## src/rtl/oprx_pkg.sv

```systemverilog
// Shared constants, types and helpers for the opaque pixel run extractor.
package oprx_pkg;

	localparam int MaxDim   = 4096;
	localparam int CoordW   = $clog2(MaxDim);
	localparam int SizeW    = CoordW + 1;
	localparam int ColorW   = 24;
	localparam int CfgDataW = 24;
	localparam int CfgIdxW  = 2;

	typedef logic [CoordW-1:0] coord_t;
	typedef logic [SizeW-1:0]  size_t;
	typedef logic [ColorW-1:0] color_t;

	typedef enum logic [CfgIdxW-1:0] {
		REG_KEY_COLOR    = 2'd0,
		REG_IMAGE_WIDTH  = 2'd1,
		REG_IMAGE_HEIGHT = 2'd2
	} cfg_reg_t;

	// Settings as the scanner uses them: key color and the index of the last column and row.
	typedef struct packed {
		color_t key_color;
		coord_t last_col;
		coord_t last_row;
	} cfg_t;

	typedef struct packed {
		logic   run_valid;
		coord_t run_row;
		coord_t run_left;
		size_t  run_right;
		logic   image_end;
	} run_t;

	// A size of zero counts as one and a size beyond the maximum counts as the maximum.
	function automatic coord_t last_index(size_t v);
		coord_t r;
		if (v == '0) begin
			r = '0;
		end else if (v > size_t'(MaxDim)) begin
			r = coord_t'(MaxDim - 1);
		end else begin
			r = coord_t'(v - size_t'(1));
		end
		return r;
	endfunction

endpackage

```

## src/rtl/oprx_if.sv

```systemverilog
// Handshake interfaces for the pixel word stream and the run word stream.
interface oprx_pix_if;
	import oprx_pkg::*;
	logic   valid;
	logic   ready;
	color_t pixel_color;
	modport source (output valid, output pixel_color, input ready);
	modport sink (input valid, input pixel_color, output ready);
endinterface

interface oprx_run_if;
	import oprx_pkg::*;
	logic   valid;
	logic   ready;
	logic   run_valid;
	coord_t run_row;
	coord_t run_left;
	size_t  run_right;
	logic   image_end;
	modport source (output valid, output run_valid, output run_row, output run_left,
		output run_right, output image_end, input ready);
	modport sink (input valid, input run_valid, input run_row, input run_left,
		input run_right, input image_end, output ready);
endinterface

```

## src/rtl/oprx_cfg.sv

```systemverilog
// Configuration registers and the clamped image size derived from them.
module oprx_cfg (
	input  logic                              clk,
	input  logic                              arst_n,
	input  logic                              cfg_we,
	input  logic [oprx_pkg::CfgIdxW-1:0]      cfg_index,
	input  logic [oprx_pkg::CfgDataW-1:0]     cfg_data,
	output oprx_pkg::cfg_t                    cfg
);
	import oprx_pkg::*;

	color_t key_q;
	size_t  width_q;
	size_t  height_q;

	always_ff @(posedge clk or negedge arst_n) begin
		if (!arst_n) begin
			key_q    <= '0;
			width_q  <= size_t'(1);
			height_q <= size_t'(1);
		end else if (cfg_we) begin
			case (cfg_reg_t'(cfg_index))
				REG_KEY_COLOR:    key_q    <= cfg_data[ColorW-1:0];
				REG_IMAGE_WIDTH:  width_q  <= cfg_data[SizeW-1:0];
				REG_IMAGE_HEIGHT: height_q <= cfg_data[SizeW-1:0];
				default: ;
			endcase
		end
	end

	assign cfg.key_color = key_q;
	assign cfg.last_col  = last_index(width_q);
	assign cfg.last_row  = last_index(height_q);

endmodule

```

## src/rtl/oprx_scan.sv

```systemverilog
// Raster position, run tracking and result formation for one pixel.
module oprx_scan (
	input  logic            clk,
	input  logic            arst_n,
	input  oprx_pkg::cfg_t  cfg,
	input  logic            advance,
	input  oprx_pkg::color_t pixel_color,
	output logic            res_valid,
	output oprx_pkg::run_t  res
);
	import oprx_pkg::*;

	coord_t col_q;
	coord_t row_q;
	logic   inside_q;
	coord_t start_q;

	logic   last_col;
	logic   last_row;
	logic   is_key;
	logic   emit;
	logic   img_end;

	// A position at or past the last index ends the row, so a size change cannot strand it.
	assign last_col = col_q >= cfg.last_col;
	assign last_row = row_q >= cfg.last_row;
	assign is_key   = pixel_color == cfg.key_color;
	assign emit     = is_key ? inside_q : last_col;
	assign img_end  = last_col && last_row;

	assign res_valid = emit || img_end;

	always_comb begin
		res = '0;
		res.image_end = img_end;
		if (emit) begin
			res.run_valid = 1'b1;
			res.run_row   = row_q;
			res.run_left  = inside_q ? start_q : col_q;
			res.run_right = is_key ? {1'b0, col_q} : {1'b0, col_q} + size_t'(1);
		end
	end

	always_ff @(posedge clk or negedge arst_n) begin
		if (!arst_n) begin
			col_q    <= '0;
			row_q    <= '0;
			inside_q <= 1'b0;
			start_q  <= '0;
		end else if (advance) begin
			inside_q <= !last_col && !is_key;
			if (!is_key && !inside_q) begin
				start_q <= col_q;
			end
			if (last_col) begin
				col_q <= '0;
				row_q <= last_row ? '0 : row_q + coord_t'(1);
			end else begin
				col_q <= col_q + coord_t'(1);
			end
		end
	end

	a_run_nonempty: assert property (@(posedge clk) disable iff (!arst_n)
		res.run_valid |-> ({1'b0, res.run_left} < res.run_right))
		else $error("run word with empty or reversed span");

	a_row_wrap: assert property (@(posedge clk) disable iff (!arst_n)
		(advance && last_col) |=> (col_q == '0 && !inside_q))
		else $error("row end did not reset column and run state");

	a_end_only_zero: assert property (@(posedge clk) disable iff (!arst_n)
		(res_valid && !res.run_valid) |->
		(res.image_end && res.run_row == '0 && res.run_left == '0 && res.run_right == '0))
		else $error("runless word is not a clean image end word");

endmodule

```

## src/rtl/opaque_pixel_run_extractor.sv

```systemverilog
// Opaque pixel run extractor: takes one pixel word per clock in raster order and emits one run
// word for each horizontal span of pixels that differ from the key color, plus a word flagged
// image_end on the last pixel of each image. A pixel passes an input register, then the scan logic
// and a result register, which holds the run word until the run word stream takes it.
// Throughput is one pixel per clock, limited only by backpressure on the run word stream; the
// result register lets a new pixel enter while a finished word waits. Configuration takes effect
// on the next pixel and should be written between images.
module opaque_pixel_run_extractor (
	input  logic                           clk,
	input  logic                           arst_n,
	input  logic                           cfg_we,
	input  logic [oprx_pkg::CfgIdxW-1:0]   cfg_index,
	input  logic [oprx_pkg::CfgDataW-1:0]  cfg_data,
	oprx_pix_if.sink                       pixel,
	oprx_run_if.source                     runs
);
	import oprx_pkg::*;

	cfg_t   cfg;
	color_t pix_s1;
	logic   valid_s1;
	run_t   res;
	logic   res_valid;
	run_t   out_q;
	logic   out_valid_q;
	logic   out_free;
	logic   advance;

	oprx_cfg u_cfg (
		.clk       (clk),
		.arst_n    (arst_n),
		.cfg_we    (cfg_we),
		.cfg_index (cfg_index),
		.cfg_data  (cfg_data),
		.cfg       (cfg)
	);

	oprx_scan u_scan (
		.clk         (clk),
		.arst_n      (arst_n),
		.cfg         (cfg),
		.advance     (advance),
		.pixel_color (pix_s1),
		.res_valid   (res_valid),
		.res         (res)
	);

	assign out_free    = !out_valid_q || runs.ready;
	assign advance     = valid_s1 && (!res_valid || out_free);
	assign pixel.ready = !valid_s1 || advance;

	always_ff @(posedge clk or negedge arst_n) begin
		if (!arst_n) begin
			valid_s1 <= 1'b0;
		end else if (pixel.ready) begin
			valid_s1 <= pixel.valid;
		end
	end

	always_ff @(posedge clk) begin
		if (pixel.valid && pixel.ready) begin
			pix_s1 <= pixel.pixel_color;
		end
	end

	always_ff @(posedge clk or negedge arst_n) begin
		if (!arst_n) begin
			out_valid_q <= 1'b0;
		end else if (out_free) begin
			out_valid_q <= advance && res_valid;
		end
	end

	always_ff @(posedge clk) begin
		if (advance && res_valid) begin
			out_q <= res;
		end
	end

	assign runs.valid     = out_valid_q;
	assign runs.run_valid = out_q.run_valid;
	assign runs.run_row   = out_q.run_row;
	assign runs.run_left  = out_q.run_left;
	assign runs.run_right = out_q.run_right;
	assign runs.image_end = out_q.image_end;

	a_stall_has_item: assert property (@(posedge clk) disable iff (!arst_n)
		!pixel.ready |-> (valid_s1 && res_valid && out_valid_q && !runs.ready))
		else $error("pixel stream stalled without a blocked word");

	a_no_overwrite: assert property (@(posedge clk) disable iff (!arst_n)
		(out_valid_q && !runs.ready) |-> !(advance && res_valid))
		else $error("result register overwritten while its word waits");

endmodule
```

## src/flat_wrapper.sv

```systemverilog
// flat-port wrapper written by rule: the top's interface ports become plain ports
module opaque_pixel_run_extractor_flat import oprx_pkg::*;
  (clk, arst_n, cfg_we, cfg_index, cfg_data, pixel_valid, pixel_pixel_color, pixel_ready, runs_valid, runs_run_valid, runs_run_row, runs_run_left, runs_run_right, runs_image_end, runs_ready);
  oprx_pix_if pixel_i ();
  oprx_run_if runs_i ();
  input  logic clk;
  input  logic arst_n;
  input  logic cfg_we;
  input  logic [oprx_pkg::CfgIdxW-1:0] cfg_index;
  input  logic [oprx_pkg::CfgDataW-1:0] cfg_data;
  input wire logic [$bits(pixel_i.valid)-1:0] pixel_valid;
  input wire logic [$bits(pixel_i.pixel_color)-1:0] pixel_pixel_color;
  output wire logic [$bits(pixel_i.ready)-1:0] pixel_ready;
  output wire logic [$bits(runs_i.valid)-1:0] runs_valid;
  output wire logic [$bits(runs_i.run_valid)-1:0] runs_run_valid;
  output wire logic [$bits(runs_i.run_row)-1:0] runs_run_row;
  output wire logic [$bits(runs_i.run_left)-1:0] runs_run_left;
  output wire logic [$bits(runs_i.run_right)-1:0] runs_run_right;
  output wire logic [$bits(runs_i.image_end)-1:0] runs_image_end;
  input wire logic [$bits(runs_i.ready)-1:0] runs_ready;
  assign pixel_i.valid = pixel_valid;
  assign pixel_i.pixel_color = pixel_pixel_color;
  assign pixel_ready = pixel_i.ready;
  assign runs_valid = runs_i.valid;
  assign runs_run_valid = runs_i.run_valid;
  assign runs_run_row = runs_i.run_row;
  assign runs_run_left = runs_i.run_left;
  assign runs_run_right = runs_i.run_right;
  assign runs_image_end = runs_i.image_end;
  assign runs_i.ready = runs_ready;
  opaque_pixel_run_extractor u_core (.clk(clk), .arst_n(arst_n), .cfg_we(cfg_we), .cfg_index(cfg_index), .cfg_data(cfg_data), .pixel(pixel_i), .runs(runs_i));
endmodule
```

## config.mk

```make
export PLATFORM = sky130hd
export DESIGN_NAME = opaque_pixel_run_extractor_flat
export DESIGN_NICKNAME = d
export VERILOG_FILES = /design/src/rtl/oprx_pkg.sv /design/src/rtl/oprx_if.sv /design/src/rtl/oprx_cfg.sv /design/src/rtl/oprx_scan.sv /design/src/rtl/opaque_pixel_run_extractor.sv /design/src/flat_wrapper.sv
export SDC_FILE = /design/constraint.sdc
export NUM_CORES = 1
export LEC_CHECK = 0
export BUFFER_PORTS_ARGS = -buffer_cell sky130_fd_sc_hd__buf_2
export CAP_MARGIN = 25
export CELL_PAD_IN_SITES_DETAIL_PLACEMENT = 1
export CELL_PAD_IN_SITES_GLOBAL_PLACEMENT = 2
export CORE_MARGIN = 5
export CORE_UTILIZATION = 35
export DETAILED_ROUTE_END_ITERATION = 10
export GPL_TIMING_DRIVEN = 0
export HOLD_SLACK_MARGIN = 0.06
export PLACE_DENSITY_LB_ADDON = 0.25
export SLEW_MARGIN = 20
export SYNTH_ARGS = -nofsm -noshare
export SYNTH_HDL_FRONTEND = slang
export SYNTH_SLANG_ARGS = --single-unit
```

## constraint.sdc

```tcl
create_clock -name clk -period 7.48 [get_ports clk]
set_input_delay 0 -clock clk [delete_from_list [all_inputs] [get_ports clk]]
set_output_delay 0 -clock clk [all_outputs]
set_load 0.03 [all_outputs]
```

==> results of run 1 <==
==> cells in the final DEF, fill, tap and decap left out, types with 14 or more instances in the layout <==
master                          count
sky130_fd_sc_hd__nor2_1            50
sky130_fd_sc_hd__buf_2            100
sky130_fd_sc_hd__clkbuf_1          15
sky130_fd_sc_hd__dfrtp_1           87
sky130_fd_sc_hd__and3_1            18
sky130_fd_sc_hd__a21oi_1           35
sky130_fd_sc_hd__mux2i_1           14
sky130_fd_sc_hd__inv_1             16
sky130_fd_sc_hd__nand2_1           34
sky130_fd_sc_hd__ha_1              28
sky130_fd_sc_hd__edfxtp_1          63
sky130_fd_sc_hd__xor2_1            40
sky130_fd_sc_hd__dlygate4sd3_1     52
sky130_fd_sc_hd__clkbuf_16         17
sky130_fd_sc_hd__mux2_2            64
sky130_fd_sc_hd__o21ai_0           19
==> worst paths after layout <==
path / end / slack [ps] / cells past startpoint
max in group asynchronous: u_core.u_cfg.height_q[0]$_DFFE_PN1P_ / 7010 / 3
min reg2reg: u_core.u_scan.start_q[6]$_DFFE_PN0P_ / 510 / 1
min: u_core.u_cfg.key_q[11]$_DFFE_PN0P_ / 70 / 3
min in group asynchronous: u_core.u_cfg.key_q[16]$_DFFE_PN0P_ / 100 / 3
max: u_core.runs.run_left[4]$_SDFFCE_PP0P_ / 2460 / 16
max reg2reg: u_core.runs.run_left[4]$_SDFFCE_PP0P_ / 2460 / 16
==> report_power, final <==
part | switching (uW) | internal [uW]
logic | 203 | 218
clock network | 385 | 438
registers | 107 | 967
total | 695 | 1620
==> sequential cells by signal, indices dropped and copies added, names as in the netlist <==
| register | count |
|---|---|
| u_core.pix_s1 | 24 |
| u_core.runs.run_right | 13 |
| u_core.runs.run_row | 12 |
| u_core.u_scan.row_q | 12 |
| u_core.runs.run_left | 12 |
| u_core.valid_s1 | 1 |
| u_core.runs.valid | 1 |
| u_core.runs.run_valid | 1 |
| u_core.u_scan.col_q | 12 |
| u_core.u_cfg.key_q | 24 |
| u_core.u_scan.inside_q | 1 |
| u_core.u_cfg.height_q | 13 |
| u_core.u_scan.start_q | 12 |
| u_core.runs.image_end | 1 |
| u_core.u_cfg.width_q | 13 |
==> layout make-up <==
cell class	instances	area, sq um
buffer	28	123.9
sequential	152	4121
fill	2263	11550
timing repair buffer	151	1097
multi-input combinational	441	3297
clock buffer	17	425.4
tap	275	344.1
clock inverter	15	133.9
inverter	16	60.06
==> timing repair <==
action,CTS,global route
hold buffers,53,0
gates resized for setup,0,0
endpoints found under the hold margin,163,0
==> kinds of logic (layout without fill, tap and decap cells) <==
group                    Yosys count  after routing  share of synthesized area
multiplexers                      79             79                     0.1164
AND/OR/NAND/NOR                  175            175                     0.1181
adder cells (fa/ha/maj)           28             28                    0.04618
buffers and inverters             44            227                    0.02425
XOR/XNOR                          50             50                    0.05773
AO/OA/AOI/OAI                    109            109                    0.09402
flip-flops                       152            152                     0.5433
==> critical path, cell delays in order (launching register included) <==
cell and delay (ps):
sky130_fd_sc_hd__dfrtp_1 430, sky130_fd_sc_hd__or4_4 590, sky130_fd_sc_hd__nor4_4 180, sky130_fd_sc_hd__nand2_2 100, sky130_fd_sc_hd__or3_1 350, sky130_fd_sc_hd__or3_1 340
sky130_fd_sc_hd__buf_6 140, sky130_fd_sc_hd__a21o_1 180, sky130_fd_sc_hd__ha_1 260, sky130_fd_sc_hd__nand2b_1 90, sky130_fd_sc_hd__a2111oi_0 90, sky130_fd_sc_hd__o311ai_1 450
sky130_fd_sc_hd__and2_1 200, sky130_fd_sc_hd__buf_2 240, sky130_fd_sc_hd__o2bb2ai_1 300, sky130_fd_sc_hd__and3_2 540, sky130_fd_sc_hd__buf_16 220
==> per-layer routing <==
metal  vias to the layer above  wire length, um  global-route usage
met5                         -                0                   0
met4                         0              224             0.04629
met2                       106             9651              0.2848
met3                        19              830             0.03134
met1                      2744             8621              0.2110
li1                       2657                -                   -
==> stage by stage <==
stage | total power (uW) | instance area, sq um
2_1_floorplan | 1347 | 7586
3_3_place_gp | 1454 | 8406
3_5_place_dp | 1493 | 8503
4_1_cts | 2339 | 9603
5_1_grt | 2451 | 9603
6_report | 2318 | 9603
==> run summary, run 1 <==
Setup violations remaining at the end of the flow were counted as 0. Across the run, the number of max-cap violations was 0. The post-route antenna net violation count came out at 0. For this run, the leading register cell type out of synthesis is sky130_fd_sc_hd__dfrtp_1. The cell at the root of the clock tree is sky130_fd_sc_hd__clkbuf_16.

In the finished design, the share of the clock period the worst path needs comes to 0.6710. TritonCTS built the clock tree. The biggest area contributor in the post-synthesis netlist is sky130_fd_sc_hd__dfrtp_1. The number of different library cells used by synthesis comes to 59. The effective utilization at floorplan came out at 0.3586. The floorplan step defined a core boundary enclosing 21,150 sq um. The critical path in this run is classified as flip-flop to flip-flop.

The worst setup path is launched from a flip-flop. The start of the worst register-to-register path is u_core.u_cfg.width_q[2]$_DFFE_PN0P_. The number of cell rows came out at 53. The number of slew-limit violations in the final report came out at 0. The data arrival time of the critical path is 5150 ps. The number of nets in the synthesized netlist came out at 720. Of the post-synthesis cell area, the dominant cell type holds 0.2870. The Yosys step of the flow raised 0 warnings. The number of nets in the final layout is 890. The post-route core utilization is 0.4540. The per-instance average area after synthesis came out at 11.91 sq um.

From synthesis to final layout, the design area changed by 26.59%. The run finished with clean final reports. The violation count after the first detailed-route iteration came out at around 270. The number of CTS-inserted buffers came out at 17. No sink is reached through more buffers than the 2 on the longest clock path. The wire length of the first global-routing pass is 32.12 mm. The share of cells above drive strength 1 is 0.2659. The residual overflow from global routing came out at 0. Derived from the worst setup path, the maximum achievable clock frequency is 199.3 MHz.

The number of endpoints with negative hold slack in the final report was 0. The pre-CTS setup slack is roughly 2400 ps. The final hold slack came out at between 70 and 80 ps.

The clock tree skew after final layout is around 14 ps. The height of the die came out at 157.2 um. The total standard cell area after synthesis is 7586 sq um. Input and output buffers added on the ports amount to 95. The top-level I/O count came out at 96. The power density over the cells came out at 241.4 nW/um^2. For the worst setup path, the data required time is 7610 ps.

The count of placed standard cells in the final layout, fillers left out came out at 1,095. The DRC violation count after routing is 0. The count of TritonRoute iterations in the first routing pass came out at 4. The width of the die came out at 157.2 um. The sequential share of the synthesized area is 0.5433. The count of flip-flops with a built-in enable after synthesis is 63. The number of global-route vias before repair came out at 6,090. The total detailed-routing wirelength came out at 19.33 mm.

The number of placed instances with taps included came out at 1,010. The beginning of the worst hold path is cfg_index[0]. The worst slew slack as a fraction of its limit came out at 0.4553. The cell with the most instances after synthesis is sky130_fd_sc_hd__dfrtp_1. The die area is 24,720 sq um. The clock-pin slew on the worst setup and hold paths came out at 70 ps. Setup repair after global routing left no endpoint under its margin. The number of instances in the synthesized netlist is 637. Detailed placement finished with a half-perimeter wire length of 13.86 mm. The leakage component of the power is 0.004097 uW. The wire length per cell after detailed routing came out at 17.65 um. The largest vdd supply drop is 0.0001546 V. The top fanout value on the critical path came out at 25. The total number of clock tree sinks is roughly 150. The origin of the worst setup path is u_core.u_cfg.width_q[2]$_DFFE_PN0P_. The post-layout worst setup margin came out at 2461 ps. Buffers added to address setup during post-CTS repair amount to 0. The pin count of the biggest net entering global routing is 60.

After routing, the total negative slack on setup checks comes to 0 ps. Counting flops and latches in the post-synthesis netlist gives between 150 and 200. The capturing element type of the critical path is a flip-flop.

Detailed routing inserted a total of 5,526 vias. Using the TritonRoute via totals, the vias-per-cell ratio works out to 5.047. The transition time at the pin with the least slew margin is 811.6 ps. The initial antenna violation count is 0.

The clock latency of the later-clocked register in the worst-skew pair is 430 ps. The final critical-path required period came out at between 5000 and 6000 ps. Ranked by total cell area, the synthesized netlist is headed by sky130_fd_sc_hd__dfrtp_1 (29%), sky130_fd_sc_hd__edfxtp_1 (25%), sky130_fd_sc_hd__mux2_2 (9.5%). The clock tree synthesis step divided the H-tree into 4 levels. The min-delay analysis places its worst path in the category input port to flip-flop. The fraction of registers with async set or reset after synthesis is 0.5855. Sorting the synthesized cells by how often they occur yields sky130_fd_sc_hd__dfrtp_1 (87), sky130_fd_sc_hd__mux2_2 (64), sky130_fd_sc_hd__edfxtp_1 (63). The placer congestion estimate is 0.7946. Across every metal layer, demand over resource in global routing totals 0.1645. The number of diodes added for antenna fixing is 0.
Power figures use the tool's default switching activity.
==> run 2: changes to the inputs <==
- ABC_AREA: unset -> 1
- clock period: 7.48 -> 5.2 ns (I/O delays scaled with it)
==> run summary, run 2 <==
The top fanout value on the critical path came out at 39 (was 25). The standard cell with the maximum stage delay on the critical path is sky130_fd_sc_hd__inv_2 (was sky130_fd_sc_hd__or4_4). The kind of start point of the critical path is a flip-flop (unchanged). The clock latency of the later-clocked register in the worst-skew pair is 430 ps (about the same). Registers with the most flip-flops: u_core.pix_s1 (24), u_core.u_cfg.key_q (24) (unchanged). The sum of buffers and inverters on the critical path came to 6 (was 3).

The number of flip-flops and latches in the synthesized netlist was 152 (unchanged). The class of the tightest hold or removal check is input port to asynchronous set/reset pin (was input port to flip-flop). The summed area of non-filler cells in the final layout is 10,030 sq um (was 9603 sq um).

The sequential share of the synthesized area came out at 0.5113 (was 0.5433). The width of the die is 161.8 um (was 157.2 um). Ordered cell list for the critical path: inv_1, ha_1, inv_1, nor3_1, inv_1, nor2_1, nand3b_1, nand2_1, nand2_1, o21ai_0, ha_1, nand2_1, inv_1, nor2_1, o21a_1, nand2_1, nor2_2, buf_4, nand2_4, nand2_4, nand2_4, nand2_8, nand3_1, inv_2 (was or4_4, nor4_4, nand2_2, or3_1, or3_1, buf_6, a21o_1, ha_1, nand2b_1, a2111oi_0, o311ai_1, and2_1, buf_2, o2bb2ai_1, and3_2, buf_16). The fraction of synthesized cell area taken by the top area cell type is 0.2701 (was 0.2870).

The data arrival time of the critical path came out at 4470 ps (was 5150 ps). The wire length per cell after detailed routing is 15.09 um (was 17.65 um). The number of nets in the synthesized netlist is 1,063 (was 720). The capturing element type of the critical path is a flip-flop (unchanged). The endpoint of the lowest-slack register-to-register path is u_core.runs.run_left[10]$_SDFFCE_PP0P_ (was u_core.runs.run_left[4]$_SDFFCE_PP0P_).

The fraction of registers with async set or reset after synthesis came out at 0.5855 (unchanged). The start of the worst register-to-register path was u_core.u_cfg.width_q[0]$_DFFE_PN1P_ (was u_core.u_cfg.width_q[2]$_DFFE_PN0P_). The DRC violation count after routing came out at 0 (unchanged). The cell with the most instances after synthesis is sky130_fd_sc_hd__nand2_1 (was sky130_fd_sc_hd__dfrtp_1). The clock tree skew after final layout is 12.92 ps (was 14.10 ps). The number of nets in the final layout is 1,231 (was 890).

The count of vias placed by the detailed router is 6,915 (was 5,526). The cell at the root of the clock tree is sky130_fd_sc_hd__clkbuf_16 (unchanged). The count of TritonRoute iterations in the first routing pass came out at 4 (unchanged).

The number of different library cells in the post-synthesis netlist is 38 (was 59). The critical path's largest stage delay is 610 ps (was 590 ps). The number of instances in the synthesized netlist came out at 980 (was 637). The number of CTS-inserted buffers is 17 (unchanged). The per-instance average area after synthesis was 8.226 sq um (was 11.91 sq um). The effective utilization at floorplan was 0.3561 (was 0.3586).

The number of diodes added for antenna fixing is 0 (unchanged). The number of warnings reported in the yosys synthesis log was 0 (unchanged). The sequential group share of total power is 0.456 (was 0.463). The count of flip-flops with a built-in enable after synthesis is 63 (unchanged).

The number of cell rows is 55 (was 53). The post-route antenna net violation count came out at 0 (unchanged). The placer congestion estimate is 0.7826 (was 0.7946). The post-route core utilization came to 0.4428 (was 0.4540).

The total detailed-routing wirelength came to 21.82 mm (was 19.33 mm). The most common cell after layout, fill and taps aside is sky130_fd_sc_hd__nand2_1 (was sky130_fd_sc_hd__buf_2). The leading register cell type out of synthesis is sky130_fd_sc_hd__dfrtp_1 (unchanged). The net switching power is 968.2 uW (was 694.7 uW).

Unrepaired setup endpoints after global routing: false (unchanged). The pin count of the biggest net entering global routing came out at 59 (was 60). The worst reg-to-reg path cell count came to 24 (was 16). The accumulated negative setup slack is 0 ps (unchanged). The required time reported for the critical path endpoint is 5250 ps (was 7610 ps). The number of endpoints with negative hold slack in the final report is 0 (unchanged). The top-level I/O count is 96 (unchanged). The wire length of the first global-routing pass is 36.40 mm (was 32.12 mm).

The fraction of the cycle the final worst path needs is 0.8507 (was 0.6710). The number of setup buffers added after CTS is 0 (unchanged). The type of the setup path with the least slack is flip-flop to flip-flop (unchanged). The final hold slack came out at 87.87 ps (was 73.13 ps). The final critical-path required period is 4423 ps (was 5019 ps). The power density over the cells is 321.1 nW/um^2 (was 241.4 nW/um^2). The combinational fraction of design power came out at 0.178 (was 0.182). The layout overhead on the synthesized area came out at 24.37% (was 26.59%). The global routing usage on met3 came to 0.02512 (was 0.03134). The total number of clock tree sinks came out at 152 (unchanged). The internal power consumption is 2251 uW (was 1623 uW). The violation count after the first detailed-route iteration is 227 (was 267).

The number of endpoints failing setup at the final stage came out at 0 (unchanged). The switching fraction of total power is 0.3007 (was 0.2997). Run status: finished, final reports clean (unchanged). The number of max-capacitance violations reported came out at 0 (unchanged). The met1 demand-to-capacity share in global routing came out at 0.2270 (was 0.2110). The maximum number of buffers from clock root to sink came out at 2 (unchanged).

The clock-pin slew on the worst setup and hold paths came out at 70 ps (about the same). The die area is 26,170 sq um (was 24,720 sq um). The sum of internal, switching and leakage power is 3219 uW (was 2318 uW). The count of input and output buffers is 95 (unchanged). The number of slew-limit violations in the final report is 0 (unchanged). The family with the most delay on the worst path is simple AND/OR/NAND/NOR gates (unchanged).

The transition time at the pin with the least slew margin came out at 762.2 ps (was 811.6 ps). The global router's overall resource usage is 0.1721 (was 0.1645). The total cell area at the placement stage came out at 8927 sq um (was 8503 sq um).

The ratio of routed vias to standard cells came to 4.782 (was 5.047). The worst slew slack as a fraction of its limit came out at 0.4911 (was 0.4553). The cell accounting for the most synthesized area is sky130_fd_sc_hd__dfrtp_1 (unchanged). The leakage component of the power is 0.004687 uW (was 0.004097 uW). The total standard cell area after synthesis came out at 8061 sq um (was 7586 sq um).

The estimated wirelength of the detail-placed design is 16.00 mm (was 13.86 mm). The worst setup slack for register-to-register paths came to 780 ps (was 2460 ps). Top library cells by usage in the layout, fill and taps aside: sky130_fd_sc_hd__nand2_1 (285), sky130_fd_sc_hd__inv_1 (117), sky130_fd_sc_hd__nor2_1 (101) (was sky130_fd_sc_hd__buf_2 (100), sky130_fd_sc_hd__dfrtp_1 (87), sky130_fd_sc_hd__mux2_2 (64)). The number of H-tree levels came out at 4 (unchanged). Top area cells in the synthesized netlist: sky130_fd_sc_hd__dfrtp_1 (27%), sky130_fd_sc_hd__edfxtp_1 (23%), sky130_fd_sc_hd__nand2_1 (13%) (was sky130_fd_sc_hd__dfrtp_1 (29%), sky130_fd_sc_hd__edfxtp_1 (25%), sky130_fd_sc_hd__mux2_2 (9.5%)). The core outline area came out at 22,640 sq um (was 21,150 sq um). The clock share of power came out at 0.366 (was 0.355). The CTS tree is done (unchanged). The timing-limited maximum frequency came out at 226.1 MHz (was 199.3 MHz). The share of cells above drive strength 1 came to 0.1421 (was 0.2659). The global routing usage on met2 is 0.2947 (was 0.2848). The residual overflow from global routing came to 0 (unchanged).

The number of global-route vias before repair came out at 7,314 (was 6,090). The height of the die came out at 161.8 um (was 157.2 um). The largest vdd supply drop is 0.0002028 V (was 0.0001546 V). Most instantiated cells after synthesis: sky130_fd_sc_hd__nand2_1 (285), sky130_fd_sc_hd__inv_1 (118), sky130_fd_sc_hd__nor2_1 (101) (was sky130_fd_sc_hd__dfrtp_1 (87), sky130_fd_sc_hd__mux2_2 (64), sky130_fd_sc_hd__edfxtp_1 (63)). The initial antenna violation count is 0 (unchanged). The peak-usage layer in the global routing report is met2 (unchanged).
==> run 2: power by group through the flow <==
stage | clock network, uW | logic, uW | registers (uW)
after floorplan | 0 | 393 | 1450
after global placement | 0 | 530 | 1490
after detailed placement | 0 | 549 | 1490
after CTS | 1210 | 585 | 1470
after global routing | 1260 | 678 | 1480
final | 1180 | 574 | 1470
==> run 2: worst min-delay path, cell delays in order <==
cell                            delay, ps
sky130_fd_sc_hd__dlygate4sd3_1        550
sky130_fd_sc_hd__buf_6                130
sky130_fd_sc_hd__buf_12               200
==> run 2: repair_timing <==
item | in CTS | in global routing
hold buffers | 52 | 0
hold endpoints to repair | 163 | 0
gates resized for setup | 0 | 0
endpoints found under the setup margin | 0 | 0
==> run 2: kinds of logic (layout without fill, tap and decap cells) <==
logic type,after synthesis,count (layout),share of synthesized area
flip-flops,152,152,0.5113
AND/OR/NAND/NOR,486,486,0.2590
XOR/XNOR,17,17,0.01847
AO/OA/AOI/OAI,136,136,0.08692
multiplexers,2,2,0.002794
buffers and inverters,159,340,0.07807
adder cells (fa/ha/maj),28,28,0.04346
==> run 2: final cells by class <==
class,count,area (sq um)
tap,285,356.6
fill,2722,12610
buffer,33,156.4
timing repair buffer,149,1055
sequential,152,4121
inverter,126,473.0
clock inverter,14,123.9
multi-input combinational,669,3311
clock buffer,18,429.2
==> run 2: worst max path at each step <==
| stage | start | to | slack, ps | cells past startpoint |
|---|---|---|---|---|
| after floorplan | u_core.u_cfg.width_q[2]$_DFFE_PN0P_ | u_core.runs.image_end$_DFFE_PP_ | 1150 | 22 |
| after global placement | u_core.u_cfg.width_q[1]$_DFFE_PN0P_ | u_core.runs.run_right[1]$_SDFFCE_PP0P_ | 290 | 24 |
| after detailed placement | u_core.u_cfg.width_q[1]$_DFFE_PN0P_ | u_core.pix_s1[23]$_DFFE_PP_ | 490 | 24 |
| after CTS | u_core.u_cfg.width_q[1]$_DFFE_PN0P_ | u_core.pix_s1[14]$_DFFE_PP_ | 480 | 24 |
| after global routing | u_core.u_cfg.width_q[1]$_DFFE_PN0P_ | u_core.runs.run_left[3]$_SDFFCE_PP0P_ | 300 | 24 |
| final | u_core.u_cfg.width_q[0]$_DFFE_PN1P_ | u_core.runs.run_left[10]$_SDFFCE_PP0P_ | 780 | 24 |
==> run 2: layer usage <==
metal / vias to the layer above / part of all wire
met4: 0 / 0.012
met5: - / 0
met2: 111 / 0.48
met1: 3274 / 0.48
met3: 17 / 0.029
li1: 3513 / -
==> run 2: metrics by stage <==
stage	std cells	setup slack [ps]
6_report	1446	776.6
3_5_place_dp	1361	492.3
2_1_floorplan	980	1147
3_3_place_gp	1360	290.6
4_1_cts	1445	477.1
5_1_grt	1446	302.3
